`src/hw/rtl/ppr_pkg.sv`:
```
// shared constants, widths and control structs for the paired-point rmsd block
// no dependencies
package ppr_pkg;

  localparam int MAX_POINTS = 4096;
  localparam int COORD_BITS = 24;

  localparam int CNT_W  = 13;
  localparam int MAG_W  = COORD_BITS;
  localparam int SQ_W   = 2 * MAG_W;
  localparam int SUM3_W = SQ_W + 2;
  localparam int ACC_W  = 64;
  localparam int RMSD_W = 25;
  localparam int REM_W  = CNT_W;

  localparam int DIV_STEPS  = ACC_W;
  localparam int ROOT_STEPS = ACC_W / 2;
  localparam int STEP_W     = 6;

  localparam logic [ACC_W-1:0] ROOT_BIT0 = ACC_W'(1) << (ACC_W - 2);

  typedef struct packed {
    logic take;
    logic div_load;
    logic div_step;
    logic root_init;
    logic root_step;
    logic out_load;
  } ppr_cmd_t;

  typedef struct packed {
    logic tail_done;
  } ppr_sts_t;

endpackage

```
`src/hw/rtl/ppr_ctrl.sv`:
```
// controller: accept phase, pipeline drain, divide and root sequencing, result slot
// depends on ppr_pkg
module ppr_ctrl (
  input  logic              clk,
  input  logic              rst_n,
  input  logic              in_valid,
  input  logic              in_last,
  output logic              in_ready,
  input  logic              out_ready,
  output logic              out_valid,
  input  ppr_pkg::ppr_sts_t sts,
  output ppr_pkg::ppr_cmd_t cmd
);
  import ppr_pkg::*;

  typedef enum logic [5:0] {
    S_ACC   = 6'b000001,
    S_DRAIN = 6'b000010,
    S_DIV   = 6'b000100,
    S_RINIT = 6'b001000,
    S_ROOT  = 6'b010000,
    S_DONE  = 6'b100000
  } ppr_state_t;

  ppr_state_t        state_r, state_nxt;
  logic [STEP_W-1:0] cnt_r, cnt_nxt;
  logic              out_valid_r, out_valid_nxt;

  always_comb begin
    cmd           = '0;
    state_nxt     = state_r;
    cnt_nxt       = cnt_r;
    out_valid_nxt = out_valid_r & ~out_ready;
    in_ready      = (state_r == S_ACC);
    unique case (state_r)
      S_ACC: begin
        cmd.take = in_valid;
        if (in_valid && in_last) begin
          state_nxt = S_DRAIN;
        end
      end
      S_DRAIN: begin
        // wait until the final word has reached the accumulator
        if (sts.tail_done) begin
          cmd.div_load = 1'b1;
          cnt_nxt      = STEP_W'(DIV_STEPS - 1);
          state_nxt    = S_DIV;
        end
      end
      S_DIV: begin
        cmd.div_step = 1'b1;
        cnt_nxt      = cnt_r - 1'b1;
        if (cnt_r == '0) begin
          state_nxt = S_RINIT;
        end
      end
      S_RINIT: begin
        cmd.root_init = 1'b1;
        cnt_nxt       = STEP_W'(ROOT_STEPS - 1);
        state_nxt     = S_ROOT;
      end
      S_ROOT: begin
        cmd.root_step = 1'b1;
        cnt_nxt       = cnt_r - 1'b1;
        if (cnt_r == '0) begin
          state_nxt = S_DONE;
        end
      end
      S_DONE: begin
        // result register must be free or draining this cycle
        if (!out_valid_r || out_ready) begin
          cmd.out_load  = 1'b1;
          out_valid_nxt = 1'b1;
          state_nxt     = S_ACC;
        end
      end
      default: begin
        state_nxt = S_ACC;
      end
    endcase
  end

  always_ff @(posedge clk) begin
    if (!rst_n) begin
      state_r     <= S_ACC;
      cnt_r       <= '0;
      out_valid_r <= 1'b0;
    end else begin
      state_r     <= state_nxt;
      cnt_r       <= cnt_nxt;
      out_valid_r <= out_valid_nxt;
    end
  end

  assign out_valid = out_valid_r;

  a_load_slot_free: assert property (@(posedge clk) disable iff (!rst_n)
    cmd.out_load |-> (!out_valid_r || out_ready))
    else $error("result loaded over an untaken word");

  a_last_drains: assert property (@(posedge clk) disable iff (!rst_n)
    (in_valid && in_ready && in_last) |=> (state_r == S_DRAIN))
    else $error("final word did not start the drain");

  a_div_to_root: assert property (@(posedge clk) disable iff (!rst_n)
    (state_r == S_DIV && cnt_r == '0) |=> (state_r == S_RINIT))
    else $error("divide did not hand over to the root");

  a_root_done: assert property (@(posedge clk) disable iff (!rst_n)
    (state_r == S_ROOT && cnt_r == '0) |=> (state_r == S_DONE))
    else $error("root did not finish on the last step");

endmodule

```
`config.mk`:
```
export PLATFORM = sky130hd
export DESIGN_NAME = ppr_ctrl
export DESIGN_NICKNAME = d
export VERILOG_FILES = /design/src/hw/rtl/ppr_pkg.sv /design/src/hw/rtl/ppr_ctrl.sv
export SDC_FILE = /design/constraint.sdc
export NUM_CORES = 1
export LEC_CHECK = 0
export ABC_AREA = 1
export BUFFER_PORTS_ARGS = -buffer_cell sky130_fd_sc_hd__buf_2
export CORE_UTILIZATION = 38
export CTS_BUF_LIST = sky130_fd_sc_hd__clkbuf_16
export DETAILED_ROUTE_END_ITERATION = 16
export PLACE_DENSITY = 0.57
export SYNTH_ARGS = -nofsm -noshare
export SYNTH_HDL_FRONTEND = slang
export SYNTH_SLANG_ARGS = --single-unit
export TNS_END_PERCENT = 5
```
`constraint.sdc`:
```
create_clock -name clk -period 1.92 [get_ports clk]
set_clock_uncertainty 0.1 [all_clocks]
set_input_delay 0.576 -clock clk [delete_from_list [all_inputs] [get_ports clk]]
set_output_delay 0.576 -clock clk [all_outputs]
set_load 0.02 [all_outputs]
```
======== Yosys cells after proc, flatten, opt, wreduce, memory -nomap -nowiden ========
Cells that the tools add are included.
word-level totals
  bits in registers ....................... 13
  word-level logic and storage cells ...... 43
  output and inout bits ................... 8
  input bits .............................. 6
cells by class
  reduce and logical (&&, ||, !) cells .... 8
  add/sub/neg operators ................... 1
  equality and inequality tests ........... 11
  muxes and demuxes ....................... 18
  bitwise logic cells ..................... 2
operators by type and width
  operator             number
  $mux 6               6
  $pmux 6 s6           1
  $pmux 6 s3           1
  $mux 1               10
  $ne 2x2->1 const B   4
  $eq 6x1->1 const B   1
  $eq 6x2->1 const B   1
  $eq 6x3->1 const B   1
  $eq 6x4->1 const B   1
  $eq 6x5->1 const B   1
  $eq 6x6->1 const B   1
  $logic_not 6->1      1
  $sub 6x1->6 const B  1
  $reduce_and 5->1     1
  $reduce_bool 3->1    1
  $ne 2x1->1 const B   1
  $reduce_and 2->1     1
  $reduce_or 2->1      1
  $and 1x1->1          1
  $logic_and 1x1->1    1
  $logic_not 1->1      1
  $logic_or 1x1->1     1
  $not 1->1            1

======== Longest topological paths before layout ========
Gate-level depths: netlist (run 1).
  word-level depth ........................ 4
  depth in mapped cells ................... 9
  depth with buffers taken out ............ 9

======== Worst setup path before layout (run 1) ========
No wires, ideal clock.
  path type ............................... register to output
  start point ............................. register state_r[5]
  end point ............................... output port cmd[5] (netlist bit)
  path slack .............................. 0.221 ns
  arrival ................................. 1.023 ns
  required time ........................... 1.244 ns
  cell stages (with the launch flop) ...... 4
  path buffers ............................ 0
  path through ............................ dfxtp_1 nor2_4 nand3_1 nor2_1
RTL lines
  what                    RTL line        RTL
  from (decl)             ppr_ctrl.sv:25  ppr_state_t state_r, state_nxt;
  from (signal assigned)  ppr_ctrl.sv:89  state_r <= state_nxt;
  to (decl)               ppr_ctrl.sv:12  output ppr_pkg::ppr_cmd_t cmd

==> results of run 1 <==
-- sequential cells by signal, summed over array words and instances, names as in the netlist --
register	count
state_r	6
out_valid	1
cnt_r	6
-- repair_timing --
item	4_1_cts	5_1_grt
pin swaps	3	5
endpoints found under the setup margin	7	7
buffers inserted	2	6
gates resized for setup	7	12
-- how the worst max path moves through the flow --
stage	start	endpoint	cells past startpoint	slack (ns)
floorplan	state_r[5]	cmd[5]	3	0.22
global route	state_r[5]	cmd[5]	4	-0.03
CTS	state_r[4]	cmd[5]	4	-0.02
detailed placement	out_ready	cmd[0]	4	0.16
finish	state_r[5]	cmd[5]	4	0.03
global placement	out_ready	cmd[0]	4	0.19
-- report_power, final --
group	total, mW	internal [mW]	switching [mW]	leakage, nW
clock	0.392	0.275	0.117	0.0423
sequential	0.378	0.324	0.0543	0.106
combinational	0.543	0.201	0.342	0.417
-- worst register-to-register path: cells and delay by family, from the launching register on --
family / cells / cell delay (ns)
and+or+nand+nor: 7 / 0.72
DFF: 1 / 0.34
buffers and inverters: 2 / 0.23
-- cell usage after synthesis (all sizes together) --
| library cell | n | share of area [%] |
|---|---|---|
| inv | 25 | 11 |
| nand2 | 23 | 11 |
| nor2 | 22 | 13 |
| nand3 | 18 | 16 |
| dfxtp | 13 | 30 |
| a21oi | 9 | 5.1 |
| nand4 | 7 | 6.7 |
| buf | 2 | 1.7 |
| ha | 2 | 2.8 |
| o21ai | 2 | 1.6 |
| xnor2 | 1 | 1.0 |
| xor2 | 1 | 1.0 |
-- metal layers --
layer | track usage, % | vias up
li1 | - | 440
met3 | 4.63 | 2
met2 | 30.7 | 9
met4 | 2.86 | 0
met5 | 0 | -
met1 | 19.6 | 389
-- layout make-up --
type	instances	area (µm²)
sequential	13	264
clock inverter	1	3.75
tap	28	35.0
multi-input combinational	85	532
inverter	25	93.8
timing repair buffer	21	143
clock buffer	3	75.1
fill	220	1040
-- cells by family after synthesis --
logic type                 after synthesis  share of synthesized area, %
and+or+nand+nor                         70                          46.4
buffers and inverters                   27                          12.4
DFF                                     13                          29.6
AOI/OAI and AO/OA                       11                          6.69
xor gates and xnor gates                 2                          1.99
adders and majority gates                2                          2.85
-- through the flow --
step | hold slack, ns | power (mW) | cells
after detailed placement | 0.368 | 0.867 | 164
after global routing | 0.410 | 1.40 | 176
after CTS | 0.376 | 1.27 | 170
after global placement | 0.366 | 0.859 | 164
final | 0.371 | 1.31 | 176
after floorplan | 0.350 | 0.759 | 125
==> results.md, run 1 <==
- Worst skew pair latency: 0.24 ns
- Hold buffer count at CTS: 0
- Diode count: 0
- CP bufs+invs: 1
- CP max-delay cell: dfxtp_1
- Unrepaired setup endpoints after global routing: true
- Fmax: 529 MHz
- Via count: 840
- CP top delay family: simple AND/OR/NAND/NOR gates
- Tightest Pin Transition: 0.310 ns
- Detailed Routing Iterations Pass 1: 3
- Gr ovfl total: 0
- Synth Register Bits: 13
- Die W: 50.1 µm
- Crit. End Element: output port
- Crit-path cells: nor2_4, nand3_2, nor2_1, buf_4
- # Max-Cap Violations: 0
- Relative slew margins: 79.3%
- Die Y: 50.1 µm
- Pre-CTS setup slack: 0.159 ns
- R2R Path End: state_r[0]
- Critical path fanouts, max: 5
- Syn Inst Count: 125
- Worst-path clk slew: 0.05 ns
- Post-DR wirelength/cell: 11.2 µm
- First-pass GRT wire length: 3310 µm
- Sequential element share of the synthesized area: 29.6%
- Critical Path AT: 1.21 ns
- Vias in the first global route: 794
- Synthesized area per cell: 7.03 µm²
- Routed WL: 1970 µm
- Metal3 WL: 57 µm
- Sink Count: 13
- Post-Synthesis Net Count: 133
- Final Critical Period: 1.89 ns
- Worst hold-check path type: flip-flop to flip-flop
- CP required: 1.24 ns
- Layout cells sized above 1: 35.8%
- Most common cell after layout, fill and taps aside: inv_1
- Detailed placement HPWL: 1460 µm
- DR WL met2: 1040 µm
- CTS tree: done
- Largest net degree at the start of global routing: 9
- Post-route DRC: 0
- Tot GR Track Use: 16.9%
- Final count of hold timing violations: 0
- Synth unique cells: 21
- Root buf cell: clkbuf_16
- Worst setup SP type: flip-flop
- Final instance area: 1150 µm²
- Antenna Violating Nets Remaining: 0
- Max-slew violations: 0
- Setup_tns: 0 ns
- Power Density: 1150 nW/µm²
- Final setup fails: 0
- # port buffers: 13
- Peak supply drop: 0.764 mV
- DP Area: 963 µm²
- Initial Util: 40.1%
- Layout Area Growth over Synthesis: 30.5%
- H-tree depth: 1
- Max stage delay on crit path: 0.34 ns
- CP Class: flip-flop to output port
- Hold path cells: 2
- CTS Buffer Depth: 2
- Most frequent cells in the layout: 21 x inv_1, 20 x nand2_1, 15 x buf_4, 13 x nor2_1, 11 x nand3_1
- Num ports: 14
- Final critical-path share of the clock period: 98.4%
- Iter 0 DRT Violations: 3
- R2R Setup Slk: 0.41 ns
- M1 wire length: 860 µm
- Static leakage: 0.565 nW
- Gpl congestion: 0.775
- Area of the die: 2510 µm²
- Min-Delay Startpoint: cnt_r[4]
- Number of buffers created by CTS: 3
- Worst Hold Endpoint: cnt_r[4]
- R2R depth: 9
- R2R Path Start: state_r[0]
- Avg Vias per Cell: 4.77
- Final core utilization: 52.3%
- Antenna violations before repair: 0
- Max Used Layer: met4
- Synth warn: 0
- # rows: 17
- Post-Syn Area: 878 µm²
- Fin worst setup slack: 0.0307 ns
- Final #Nets: 157
- Core Region: 2190 µm²
- Status: finished, final reports clean
Note: power is estimated with default switching activity, not from simulation.
==> run 2: changes to the inputs <==
--- a/config.mk
+++ b/config.mk
@@ -7,10 +7,11 @@
 export LEC_CHECK = 0
 export ABC_AREA = 1
 export BUFFER_PORTS_ARGS = -buffer_cell sky130_fd_sc_hd__buf_2
-export CORE_UTILIZATION = 38
+export CORE_UTILIZATION = 43
 export CTS_BUF_LIST = sky130_fd_sc_hd__clkbuf_16
 export DETAILED_ROUTE_END_ITERATION = 16
-export PLACE_DENSITY = 0.57
+export MAX_ROUTING_LAYER = met4
+export PLACE_DENSITY = 0.63
 export SYNTH_ARGS = -nofsm -noshare
 export SYNTH_HDL_FRONTEND = slang
 export SYNTH_SLANG_ARGS = --single-unit
==> run 2 against run 1 <==
Net effect: die area fell by 11%; clock power barely moved; sequential share of layout area fell by 0.70 points; largest power group unchanged; critical endpoint is now cmd[4].
==> results.md, run 2 (synthesis gave the netlist of run 1 again) <==
- Status: finished, final reports clean
- Routed WL: 2070 µm (+5.2%)
- Iter 0 DRT Violations: 35 (+32)
- DP Area: 960 µm² (-0.39%)
- Worst hold-check path type: flip-flop to flip-flop
- Most common cell after layout, fill and taps aside: inv_1
- Final Critical Period: 1.92 ns (+0.0275 ns)
- CP Class: flip-flop to output port
- DP Cell Count: 161 (-1.8%)
- CP required: 1.24 ns (about the same)
- R2R Path End: cnt_r[5]
- Num ports: 14 (unchanged)
- Core Region: 1820 µm² (-17%)
- Hold path cells: 2 (unchanged)
- Final instance area: 1200 µm² (+4.6%)
- Worst Hold Endpoint: cnt_r[4]
- Multi-input gate area: 537 µm² (+0.94%)
- Power Density: 1150 nW/µm² (+0.67%)
- Final critical-path share of the clock period: 99.8% (+1.4 points)
- Int Power: 0.846 mW (+5.7%)
- Final instance count without filler cells: 178 (+1.1%)
- Static leakage: 0.593 nW (+5.0%)
- R2R Setup Slk: 0.34 ns (-0.07 ns)
- Sink Count: 13 (unchanged)
- Final setup fails: 0 (unchanged)
- H-tree depth: 1 (unchanged)
- Antenna violations before repair: 0 (unchanged)
- Final count of hold timing violations: 0 (unchanged)
- Clock share of power: 28.6% (-1.2 points)
- P_sw: 0.537 mW (+4.7%)
- Area of the die: 2230 µm² (-11%)
- Tightest Pin Transition: 0.282 ns (-0.0280 ns)
- Die Y: 47.2 µm (-5.8%)
- Die W: 47.2 µm (-5.8%)
- Antenna Violating Nets Remaining: 0 (unchanged)
- Detailed placement HPWL: 1430 µm (-1.7%)
- R2R Path Start: state_r[3]
- Sw frac: 38.8% (-0.23 points)
- Critical path fanouts, max: 7 (+2)
- Most frequent cells in the layout: 22 x inv_1, 20 x nand2_1, 18 x buf_4, 13 x nor2_1, 11 x nand3_1
- Crit. End Element: output port
- Flip-flop and latch area: 268 µm² (+1.4%)
- Pre-CTS setup slack: 0.172 ns (+0.0130 ns)
- Total power: 1.38 mW (+5.3%)
- Vias in the first global route: 770 (-3.0%)
- CTS tree: done
- Worst skew pair latency: 0.24 ns (about the same)
- Critical Path AT: 1.24 ns (+0.03 ns)
- Layout cells sized above 1: 39.2% (+3.4 points)
- Hold buffer count at CTS: 0 (unchanged)
- Final #Nets: 162 (+3.2%)
- Root buf cell: clkbuf_16
- FILL cells: 173 (-21%)
- Largest net degree at the start of global routing: 9 (unchanged)
- Number of buffers created by CTS: 3 (unchanged)
- R2R depth: 9 (unchanged)
- Combinational fraction of design power: 43.9% (+2.5 points)
- Max stage delay on crit path: 0.33 ns (about the same)
- CTS Buffer Depth: 2 (unchanged)
- # port buffers: 13 (unchanged)
- Worst-path clk slew: 0.05 ns (about the same)
- Peak supply drop: 0.870 mV (+14%)
- Detailed Routing Iterations Pass 1: 4 (+1)
- Initial Util: 48.2% (+8.2 points)
- Crit-path cells: nor2_4, nand3_2, nor2_4, buf_6
- Diode count: 0 (unchanged)
- Worst setup SP type: flip-flop
- Avg Vias per Cell: 4.96 (+3.8%)
- Flop pwr share: 27.5% (-1.3 points)
- Via count: 882 (+5.0%)
- Unrepaired setup endpoints after global routing: true
- Post-route DRC: 0 (unchanged)
- Fmax: 522 MHz (-1.4%)
- Max-slew violations: 0 (unchanged)
- # Max-Cap Violations: 0 (unchanged)
- CP max-delay cell: dfxtp_2
- Crit path top cell by count: nor2_4
- # rows: 15 (-2)
- Gr ovfl total: 0 (unchanged)
- Gpl congestion: 0.815 (+5.2%)
- Post-DR wirelength/cell: 11.6 µm (+4.0%)
- First-pass GRT wire length: 3130 µm (-5.4%)
- Relative slew margins: 81.2% (+1.9 points)
- Fin worst setup slack: 0.00322 ns (-0.0275 ns)
- Layout Area Growth over Synthesis: 36.5%
- Tot GR Track Use: 21.0% (+4.1 points)
- Min-Delay Startpoint: cnt_r[4]
[run 2: changes by cell type in the layout (fill, tap and decap cells not counted)]
cell / change
nor2_4: +1
buf_4: +3
inv_4: +1
inv_2: -2
dfxtp_2: +3
inv_1: +1
nor2_2: -1
buf_6: +2
dfxtp_1: -3
[run 2: how the worst max path moves through the flow]
stage | start | endpoint | slack (ns)
finish | state_r[3] | cmd[4] | 0.003
global route | state_r[3] | cmd[4] | -0.04
CTS | state_r[0] | cmd[5] | -0.005
detailed placement | state_r[5] | cmd[5] | 0.17
global placement | state_r[5] | cmd[5] | 0.19
floorplan | state_r[5] | cmd[5] | 0.22
[run 2: timing repair]
action | CTS | global route
gates resized for setup | 11 | 14
pin swaps | 4 | 8
setup buffers | 6 | 7
setup endpoints to repair | 7 | 7
[run 2: per-stage QoR]
| stage | utilization (%) | TNS [ns] | hold slack, ns |
|---|---|---|---|
| detailed placement | 52.7 | 0 | 0.370 |
| floorplan | - | 0 | 0.350 |
| CTS | 60.8 | -0.00523 | 0.377 |
| global placement | 52.7 | 0 | 0.360 |
| global route | 65.8 | -0.144 | 0.412 |
| finish | 65.8 | 0 | 0.377 |
[run 2: routing by layer]
metal  GRT usage [%]  vias to the layer above  wire [µm]
li1                -                      450          -
met1            23.0                      400        878
met2            36.4                       24       1050
met3            3.85                        8         77
met4            9.71                        0         69
met5               -                        -          0
[run 2: final cells by class]
class	instances	area share [%]
clock buffers	3	6.26
clock inverters	1	0.313
inverters	25	8.04
multi-input cells	85	44.8
flip-flops and latches	13	22.3
well taps	25	2.61
repair buffers	26	15.7
[run 2: worst max-delay path: cells and delay by family, from the launching register on]
kind,cells,cell delay (ns)
buf+inv,1,0.12
flops,1,0.33
simple gates,3,0.54
[run 2: power by group through the flow]
stage | Sequential, mW | Combinational (mW) | Clock (mW)
5_1_grt | 0.385 | 0.667 | 0.407
2_1_floorplan | 0.365 | 0.394 | 0
4_1_cts | 0.373 | 0.519 | 0.395
3_5_place_dp | 0.373 | 0.497 | 0
3_3_place_gp | 0.372 | 0.494 | 0
6_report | 0.380 | 0.608 | 0.395
